**src/hw/rtl/spd_pkg.sv**
```systemverilog
// Shared types and constants for the spectrum peak hold and decay block.
// Holds the controller-to-datapath command and status structs.
// No dependencies.
package spd_pkg;

  localparam int unsigned LevelW   = 16;
  localparam int unsigned TimeW    = 32;
  localparam int unsigned GainW    = 16;
  localparam int unsigned FadeW    = 10;
  localparam int unsigned IntensW  = 16;
  localparam int unsigned DenW     = 17;
  localparam int unsigned QuotW    = 15;
  localparam int unsigned StepCntW = 4;
  localparam logic [StepCntW-1:0] LastStep = StepCntW'(QuotW - 1);
  localparam logic [IntensW-1:0] FullScale = 16'h8000;

  localparam logic [2:0] AddrGain = 3'd0;
  localparam logic [2:0] AddrFade = 3'd4;

  typedef struct packed {
    logic accept;    // an item is taken this cycle
    logic prep;      // multiply peak, load divider
    logic div_step;  // one quotient bit
    logic finish;    // update held level and load the output register
  } spd_cmd_t;

  typedef struct packed {
    logic div_last;  // current divider step is the final one
    logic out_full;  // output register holds an item that is stalled
  } spd_status_t;

endpackage

```
**src/hw/rtl/spd_ctrl.sv**
```systemverilog
// Controller state machine for the peak hold block.
// Depends on spd_pkg for the command and status structs.
module spd_ctrl (
  input  logic                 clk,
  input  logic                 rst,
  input  logic                 in_valid,
  input  logic                 last_bin,
  output logic                 in_stall,
  output spd_pkg::spd_cmd_t    cmd,
  input  spd_pkg::spd_status_t status
);
  import spd_pkg::*;

  typedef enum logic [1:0] {IDLE, PREP, DIV, FIN} state_t;
  state_t state;

  assign in_stall = (state != IDLE);

  always_comb begin
    cmd          = '0;
    cmd.accept   = in_valid && (state == IDLE);
    cmd.prep     = (state == PREP);
    cmd.div_step = (state == DIV);
    cmd.finish   = (state == FIN) && !status.out_full;
  end

  always_ff @(posedge clk) begin
    if (rst) begin
      state <= IDLE;
    end else begin
      unique case (state)
        IDLE: begin
          if (in_valid && last_bin) state <= PREP;
        end
        PREP: state <= DIV;
        DIV: begin
          if (status.div_last) state <= FIN;
        end
        FIN: begin
          if (!status.out_full) state <= IDLE;
        end
        default: state <= IDLE;
      endcase
    end
  end

endmodule

```
**src/hw/rtl/spd_dpath.sv**
```systemverilog
// Datapath for the peak hold block: running maximum, gain multiply,
// bit-serial decay divider, held level and output register. Depends on spd_pkg.
module spd_dpath (
  input  logic                          clk,
  input  logic                          rst,
  input  spd_pkg::spd_cmd_t             cmd,
  output spd_pkg::spd_status_t          status,
  input  logic [spd_pkg::LevelW-1:0]    level,
  input  logic [spd_pkg::TimeW-1:0]     timestamp_ms,
  input  logic                          last_bin,
  input  logic [spd_pkg::GainW-1:0]     gain,
  input  logic [spd_pkg::FadeW-1:0]     fade_tenths,
  output logic                          out_valid,
  input  logic                          out_stall,
  output logic [spd_pkg::IntensW-1:0]   intensity
);
  import spd_pkg::*;

  logic [LevelW-1:0]          frame_max;
  logic [LevelW-1:0]          peak_max;
  logic [TimeW-1:0]           prev_timestamp;
  logic [TimeW-1:0]           dt;
  logic [DenW-1:0]            den;
  logic [LevelW+GainW-1:0]    product;
  logic                       sat;
  logic [DenW-1:0]            rem;
  logic [QuotW-1:0]           quot;
  logic [StepCntW-1:0]        step_cnt;
  logic [IntensW-1:0]         held_level;

  logic [LevelW-1:0]          folded;
  logic [FadeW-1:0]           fade_eff;
  logic [DenW-1:0]            den_next;
  logic [DenW:0]              rem_sh;
  logic [DenW:0]              rem_diff;
  logic [LevelW+GainW-2:0]    peak_raw;
  logic [IntensW-1:0]         peak;
  logic [IntensW-1:0]         red;
  logic [IntensW-1:0]         decayed;
  logic [IntensW-1:0]         held_next;

  assign folded   = (level > frame_max) ? level : frame_max;
  assign fade_eff = (fade_tenths == '0) ? FadeW'(1) : fade_tenths;
  // Multiply by 100 as 64 + 32 + 4.
  assign den_next = (DenW'(fade_eff) << 6) + (DenW'(fade_eff) << 5) + (DenW'(fade_eff) << 2);

  assign rem_sh   = {rem, 1'b0};
  assign rem_diff = rem_sh - {1'b0, den};

  assign peak_raw  = product[LevelW+GainW-1:1];
  assign peak      = (peak_raw > (LevelW+GainW-1)'(FullScale)) ? FullScale
                                                              : peak_raw[IntensW-1:0];
  assign red       = sat ? FullScale : IntensW'(quot);
  assign decayed   = (held_level > red) ? (held_level - red) : '0;
  assign held_next = (decayed < peak) ? peak : decayed;

  assign status.div_last = (step_cnt == LastStep);
  assign status.out_full = out_valid && out_stall;

  always_ff @(posedge clk) begin
    if (rst) begin
      frame_max      <= '0;
      prev_timestamp <= '0;
      held_level     <= '0;
      out_valid      <= 1'b0;
      step_cnt       <= '0;
    end else begin
      if (cmd.accept) begin
        if (last_bin) begin
          peak_max       <= folded;
          frame_max      <= '0;
          dt             <= (timestamp_ms >= prev_timestamp) ?
                            (timestamp_ms - prev_timestamp) : '0;
          prev_timestamp <= timestamp_ms;
          den            <= den_next;
        end else begin
          frame_max <= folded;
        end
      end

      if (cmd.prep) begin
        product  <= peak_max * gain;
        // Elapsed time of at least the denominator saturates the reduction.
        sat      <= (dt >= TimeW'(den));
        rem      <= dt[DenW-1:0];
        quot     <= '0;
        step_cnt <= '0;
      end

      if (cmd.div_step) begin
        if (!rem_diff[DenW]) begin
          rem  <= rem_diff[DenW-1:0];
          quot <= {quot[QuotW-2:0], 1'b1};
        end else begin
          rem  <= rem_sh[DenW-1:0];
          quot <= {quot[QuotW-2:0], 1'b0};
        end
        step_cnt <= step_cnt + StepCntW'(1);
      end

      if (cmd.finish) begin
        held_level <= held_next;
        intensity  <= held_next;
        out_valid  <= 1'b1;
      end else if (out_valid && !out_stall) begin
        out_valid <= 1'b0;
      end
    end
  end

endmodule

```
**src/hw/rtl/spectrum_peak_hold_decay.sv**
```systemverilog
// Peak hold with linear decay over spectrum frames: configuration registers,
// controller and datapath. Depends on spd_pkg, spd_ctrl and spd_dpath.
// Ordinary bins are taken one per cycle while the block is idle. A last bin
// stalls the input through the multiply, the divider steps and the update; its
// result is valid when the update loads it, later if the output is still stalled.
// Synchronous reset clears the frame maximum, timestamp and held level, and
// sets gain to 1.0 and fade time to 1 s.
module spectrum_peak_hold_decay (
  input  logic                          clk,
  input  logic                          rst,
  input  logic                          psel,
  input  logic                          penable,
  input  logic                          pwrite,
  input  logic [2:0]                    paddr,
  input  logic [31:0]                   pwdata,
  output logic [31:0]                   prdata,
  output logic                          pready,
  input  logic                          in_valid,
  output logic                          in_stall,
  input  logic [spd_pkg::LevelW-1:0]    level,
  input  logic [spd_pkg::TimeW-1:0]     timestamp_ms,
  input  logic                          last_bin,
  output logic                          out_valid,
  input  logic                          out_stall,
  output logic [spd_pkg::IntensW-1:0]   intensity
);
  import spd_pkg::*;

  logic [GainW-1:0] gain;
  logic [FadeW-1:0] fade_tenths;
  spd_cmd_t         cmd;
  spd_status_t      status;

  assign pready = 1'b1;

  always_ff @(posedge clk) begin
    if (rst) begin
      gain        <= GainW'(256);
      fade_tenths <= FadeW'(10);
    end else if (psel && penable && pwrite) begin
      if (paddr[2] == AddrFade[2]) fade_tenths <= pwdata[FadeW-1:0];
      else                         gain        <= pwdata[GainW-1:0];
    end
  end

  always_comb begin
    if (paddr[2] == AddrGain[2]) prdata = 32'(gain);
    else                         prdata = 32'(fade_tenths);
  end

  spd_ctrl u_ctrl (
    .clk      (clk),
    .rst      (rst),
    .in_valid (in_valid),
    .last_bin (last_bin),
    .in_stall (in_stall),
    .cmd      (cmd),
    .status   (status)
  );

  spd_dpath u_dpath (
    .clk          (clk),
    .rst          (rst),
    .cmd          (cmd),
    .status       (status),
    .level        (level),
    .timestamp_ms (timestamp_ms),
    .last_bin     (last_bin),
    .gain         (gain),
    .fade_tenths  (fade_tenths),
    .out_valid    (out_valid),
    .out_stall    (out_stall),
    .intensity    (intensity)
  );

endmodule

```
**config.mk**
```make
export PLATFORM = sky130hd
export DESIGN_NAME = spectrum_peak_hold_decay
export DESIGN_NICKNAME = d
export VERILOG_FILES = /design/src/hw/rtl/spd_pkg.sv /design/src/hw/rtl/spd_ctrl.sv /design/src/hw/rtl/spd_dpath.sv /design/src/hw/rtl/spectrum_peak_hold_decay.sv
export SDC_FILE = /design/constraint.sdc
export NUM_CORES = 1
export LEC_CHECK = 0
export BUFFER_PORTS_ARGS = -buffer_cell sky130_fd_sc_hd__buf_4
export CAP_MARGIN = 20
export CORE_MARGIN = 3
export CORE_UTILIZATION = 63
export DETAILED_ROUTE_END_ITERATION = 10
export GPL_TIMING_DRIVEN = 0
export PLACE_DENSITY = 0.82
export RECOVER_POWER = 50
export SLEW_MARGIN = 10
export SYNTH_ARGS = -nofsm -noshare
export SYNTH_HDL_FRONTEND = slang
export SYNTH_SLANG_ARGS = --single-unit
```
**constraint.sdc**
```tcl
create_clock -name clk -period 7 [get_ports clk]
set_clock_uncertainty 0.1 [all_clocks]
set_input_delay 0 -clock clk [delete_from_list [all_inputs] [get_ports clk]]
set_output_delay 0 -clock clk [all_outputs]
set_load 0.02 [all_outputs]
```
Word-level counts from Yosys, hierarchy flattened
Index checks and enable logic that the tools add are counted.

Register bits after elaboration: 243.

Add/sub/neg operators: 6. $mul: 1. Order comparisons: 6. Equality and inequality tests: 7. Muxes and demuxes: 22. Bitwise gates (word level): 2. Reduce and logical (&&, ||, !) cells: 22.

Operators with widths (number): two-way mux 16 bit (7); two-way mux 17 bit (3); greater-or-equal comparator 32 x 17 -> 1 bit (1); greater-or-equal comparator 32 bit (1); > comparator 16 bit (2); multiplier 16 x 16 -> 32 bit (1); subtractor 32 bit (1); > comparator 31 x 16 -> 1 bit, second input constant (1); two-way mux 15 bit (2); subtractor 18 x 17 -> 18 bit (1); adder 16 x 15 -> 17 bit (1); adder 17 x 12 -> 17 bit (1); < comparator 16 bit (1); subtractor 16 bit (1); AND reduction 2 bit (6); zero test 10 bit (1); two-way mux 10 bit (1); two-way mux 4 bit (2); one-hot mux 2 bit (4 select lines) (1); logical AND 1 bit (7); two-way mux 2 bit (3); AND reduction 3 bit (2); nonzero test 2 bit (3); adder 4 x 1 -> 4 bit, second input constant (1); 9 further kinds (15).

Longest topological paths before layout
Depth after elaboration: 5. Depth in mapped cells: 24.

Cells and area by module
Synthesis repeated with hierarchy kept, for this count alone.

Cells, all modules: 2477. Area, all modules: 22977.0 um^2.

By module, submodules not included: spd_dpath (instances 1, cells each 2310, area an instance 21355.5 um^2, sequential area each 5675.4 um^2); spectrum_peak_hold_decay (instances 1, cells each 145, area an instance 1422.6 um^2, sequential area each 520.5 um^2); spd_ctrl (instances 1, cells each 22, area an instance 198.9 um^2, sequential area each 40.0 um^2).

Worst setup path after synthesis
OpenSTA, ideal clock, no wires.

Kind: reg2reg. Start: register gain[8]. End: register u_dpath.product[29] (data pin). Library setup time: 259 ps. Arrival: 6008 ps. Data required time: 6641 ps. Setup slack: 633 ps. Stages on the path, launching flop included: 23. Buffers on the path: 3. Period minus slack after synthesis: 6367 ps. Path through: dfxtp_1 > clkbuf_1 > clkbuf_1 > nand2_1 > fa_1 > fa_1 > inv_1 > fa_1 > fa_1 > fa_1 > inv_1 > fa_1 > inv_1 > ha_1 > clkbuf_1 > a21o_1 > a21o_1 > a2111oi_2 > o211a_1 > o211ai_1 > a31o_2 > a21oi_1 > xnor2_1.

Cells in the longest elaborated chain, start to end: 1.

RTL lines: start: declaration (line spectrum_peak_hold_decay.sv:29) `logic [GainW-1:0] gain;`; start signal: assignment (line spectrum_peak_hold_decay.sv:38) `gain <= GainW'(256);`; start signal: assignment (line spectrum_peak_hold_decay.sv:42) `else gain <= pwdata[GainW-1:0];`; multiplier 16 x 16 -> 32 bit (line spd_dpath.sv:82) `product <= peak_max * gain;`; end signal: assignment (line spd_dpath.sv:82); end: declaration (line spd_dpath.sv:24) `logic [LevelW+GainW-1:0] product;`.

No other way between the ends. A chain may end at the register's enable or synchronous reset.

Final worst setup path
Start: register u_dpath.peak_max[13]. End: register u_dpath.product[29] (data pin).

Cells in the longest elaborated chain, start to end: 1.

RTL lines: start: declaration (line spd_dpath.sv:20) `logic [LevelW-1:0] peak_max;`; start signal: assignment (line spd_dpath.sv:70) `peak_max <= folded;`; multiplier 16 x 16 -> 32 bit (line spd_dpath.sv:82).

No other way between the ends.

==> metrics.yaml <==
global_routing:
  grt_pass1_vias: 19130
  grt-ovfl-total: 0
  grt_start_max_net_pins: 33
  antenna_found_initial: 1
  grt_pass1_wl_mm: 96.97
  track_usage: 0.3134
worst_setup_path:
  slowest_stage: "edfxtp_1"
  cpPeakStageDelay_ps: 630
  reg2reg_to: "u_dpath.product[29]"
  crit_chain: "clkbuf_2, nand2_1, fa_1, fa_1, inv_1, fa_1, fa_1, fa_1, inv_1, fa_1, inv_1, ha_1, clkbuf_1, a21o_1, a21o_1, a2111oi_4, o211a_1, o211ai_1, a31o_2, a21oi_1, xnor2_1"
  crit_fanout: 10
  critical_path_buf_inv_count: 5
  critical_path_class: "reg2reg"
  start_kind: "register"
  r2r-start: "u_dpath.peak_max[13]"
  r2r_cells: 21
  crit_family: "adder cells"
  crit_path_frequent_cell: "fa_1"
  worst_ep_required_time_ps: 7210
  arrival_ps: 7100
  reg2reg_slack_ps: 110
  cp-end-kind: "register"
run_status:
  failed_checks: "capacitance limit, slew limit"
  status: "finished with violations"
worst_hold_path:
  holdCritPathClass: "in2reg"
  holdPathStages: 4
  worstHoldEndpoint: "fade_tenths[4]"
  min_from: "pwrite"
power:
  power_density_nw_per_um2: 215.1
  leakage_nw: 11.77
  p_total_w: 0.005617
  ir_drop_uv: 206.2
route:
  drc_errors: 0
  via_count: 18620
  ant_nets: 0
  wire_per_inst_um: 18.96
  dr.pass1.iters: 5
  wl_mm: 60.56
  drt_iter0_markers: 1178
  vias_per_cell: 5.830
yosys:
  synth_compound_area_frac: 0.1191
  synth_xor_area_frac: 0.02653
  synth_mux_area_frac: 0.02439
  avgSynthCellArea_um2: 9.206
  syn_area_um2: 22780
  ys.flop_type: "edfxtp_1"
  synth_cells: 2474
  ys_async_sr_fraction: 0
  synth_edf_count: 143
  synth_top_family_by_area: "adder cells"
  synth_fa_ha_area_frac: 0.3094
  synth_cell_types: 77
  ys_warn_count: 0
  yosys_register_bits: 240
  synthSimpleGateAreaFrac: 0.1684
  synth_seq_area_share: 0.2738
clock_tree:
  root_buffer: "clkbuf_16"
  cts.clk_slew.worst_paths_ps: 60
  tritoncts.num_buffers: 28
  tritoncts: "done"
  cts_buffer_depth: 3
  cts_sinks: 240
  clk_latency_ps: 600
  htree_num_levels: 1
floorplanning:
  ios: 142
  core-area_um2: 35570
  die_area_um2: 38470
  die-width_um: 196.1
  rows: 69
  die-height_um: 196.1
  start_util: 0.6403
layout:
  fin_util: 0.7341
  nets: 3243
  mostFrequentLayoutCells: "nand2_1, inv_1, ha_1, fa_1, a21oi_1"
  n_fill_cell: 2585
  layout-drive-gt1-share: 0.08748
  final_common_cell: "nand2_1"
  multi_input_area_um2: 14830
  layout.cells.non_filler: 3194
  seqCellArea_um2: 6243
  syn2layout_area_growth_pct: 14.64
placement:
  placedCellCount: 3057
  globalplace.congestion: 0.9819
  io_buffers: 104
  dpl.hpwl_mm: 46.27
sta:
  finalSetupViolCount: 0
  max_freq_mhz: 145.1
  drv_slew: 33
  min_period_ps: 6891
  slew_headroom: -0.7345
  post-route-period-util: 0.9844
  worst_pin_slew_ps: 2596
  finalHoldViolations: 0
  finalSetupTns_ps: 0
  rsz0062_at_grt: "true"
flow_run:
  cap_viol_max_count: 1
## final cells by class
| cell class | instances | share of cell area |
|---|---|---|
| multi-input combinational | 1802 | 0.5681 |
| sequential | 240 | 0.2391 |
| timing repair buffer | 197 | 0.06230 |
| inverter | 343 | 0.04931 |
| clock buffer | 38 | 0.03182 |
| tap | 461 | 0.02209 |
| buffer | 98 | 0.02065 |
| clock inverter | 14 | 0.006469 |
| antenna | 1 | 0.00009584 |
## stage by stage
step                      hold WS, ps  area, um^2  setup WS (ps)
final                           64.42       26110          109.4
after global placement          113.2       24190         -203.5
after global routing            93.30       26110         -96.30
after floorplan                 17.84       22830          633.4
after CTS                       19.17       26170          18.42
after detailed placement        134.6       24290         -340.7
## registers in the layout, indices dropped and copies added, names as in the netlist, 10 cells and up
register,flops
u_dpath.rem,17
u_dpath.frame_max,16
u_dpath.prev_timestamp,32
gain,16
u_dpath.held_level,16
u_dpath.peak_max,16
u_dpath.quot,15
u_dpath.product,31
u_dpath.den,15
u_dpath.dt,32
u_dpath.intensity,16
fade_tenths,10
## per-layer routing
metal	wire length [um]	GRT usage	up-vias
li1	-	-	8676
met1	24290	0.4013	8959
met2	28260	0.5249	812
met3	5387	0.06732	175
met4	2616	0.1194	0
met5	0	0	-
## worst register-to-register path, delay by kind of cell, from the launching register on
family                     cells  cell delay [ps]
and+or+nand+nor                1              130
DFF                            1              630
AOI/OAI and AO/OA              7             1690
adders and majority gates      7             3270
xor gates and xnor gates       1               80
buffers and inverters          5              740
## synth_stat cells, drive strengths merged, types with 6 or more instances
| cell | instances | area, um^2 |
|---|---|---|
| and3 | 12 | 75.07 |
| xnor2 | 46 | 402.9 |
| o211ai | 15 | 112.6 |
| nor2 | 140 | 525.5 |
| fa | 202 | 4044 |
| or2 | 8 | 50.05 |
| a21oi | 152 | 779.5 |
| nand3b | 6 | 45.04 |
| a21o | 45 | 337.8 |
| a211o | 7 | 61.31 |
| o21a | 30 | 225.2 |
| a31oi | 9 | 56.30 |
| nand4 | 20 | 125.1 |
| and2 | 141 | 882.1 |
| o31ai | 6 | 58.81 |
| nor3b | 6 | 50.05 |
| a22o | 20 | 175.2 |
| o21ai | 52 | 267.8 |
| o21bai | 8 | 60.06 |
| a221oi | 6 | 70.07 |
| xor2 | 23 | 201.4 |
| a21boi | 9 | 67.57 |
| nor3 | 34 | 170.2 |
| buf | 34 | 225.2 |
| nor2b | 24 | 150.1 |
| a211oi | 10 | 75.07 |
| nand2 | 351 | 1318 |
| mux2i | 24 | 240.2 |
| nand3 | 29 | 145.1 |
| dfxtp | 97 | 1942 |
| edfxtp | 143 | 4294 |
| ha | 240 | 3003 |
| or3 | 7 | 43.79 |
| nor4 | 15 | 93.84 |
| clkbuf | 70 | 264.0 |
| nand2b | 14 | 87.58 |
| mux2 | 28 | 315.3 |
| inv | 343 | 1287 |
## how the worst max path moves through the flow
stage,to,from,slack [ps],cells past startpoint
2_1_floorplan,u_dpath.product[29],gain[8],630,22
3_3_place_gp,u_dpath.product[29],gain[7],-200,22
3_5_place_dp,u_dpath.product[29],gain[7],-340,22
4_1_cts,u_dpath.product[29],gain[12],20,21
5_1_grt,u_dpath.product[29],u_dpath.peak_max[7],-100,21
6_report,u_dpath.product[29],u_dpath.peak_max[13],110,21
## power by group
| group | switching [W] | internal (W) |
|---|---|---|
| clock network | 0.000644 | 0.000917 |
| registers | 0.000135 | 0.00178 |
| logic | 0.00127 | 0.000866 |
## kinds of logic after synthesis
| kind of cell | count (synthesis) |
|---|---|
| AOI/OAI and AO/OA | 406 |
| DFF | 240 |
| muxes | 52 |
| other | 2 |
| buffers and inverters | 447 |
| and+or+nand+nor | 816 |
| adders and majority gates | 442 |
| xor gates and xnor gates | 69 |
## repair_timing
item / CTS / global route
setup buffers: 0 / 5
hold buffers: 85 / 0
hold endpoints to repair: 122 / 0
resized for setup: 21 / 55
endpoints found under the setup margin: 6 / 9
gates cloned: 0 / 0
Note: power is estimated with default switching activity, not from simulation.
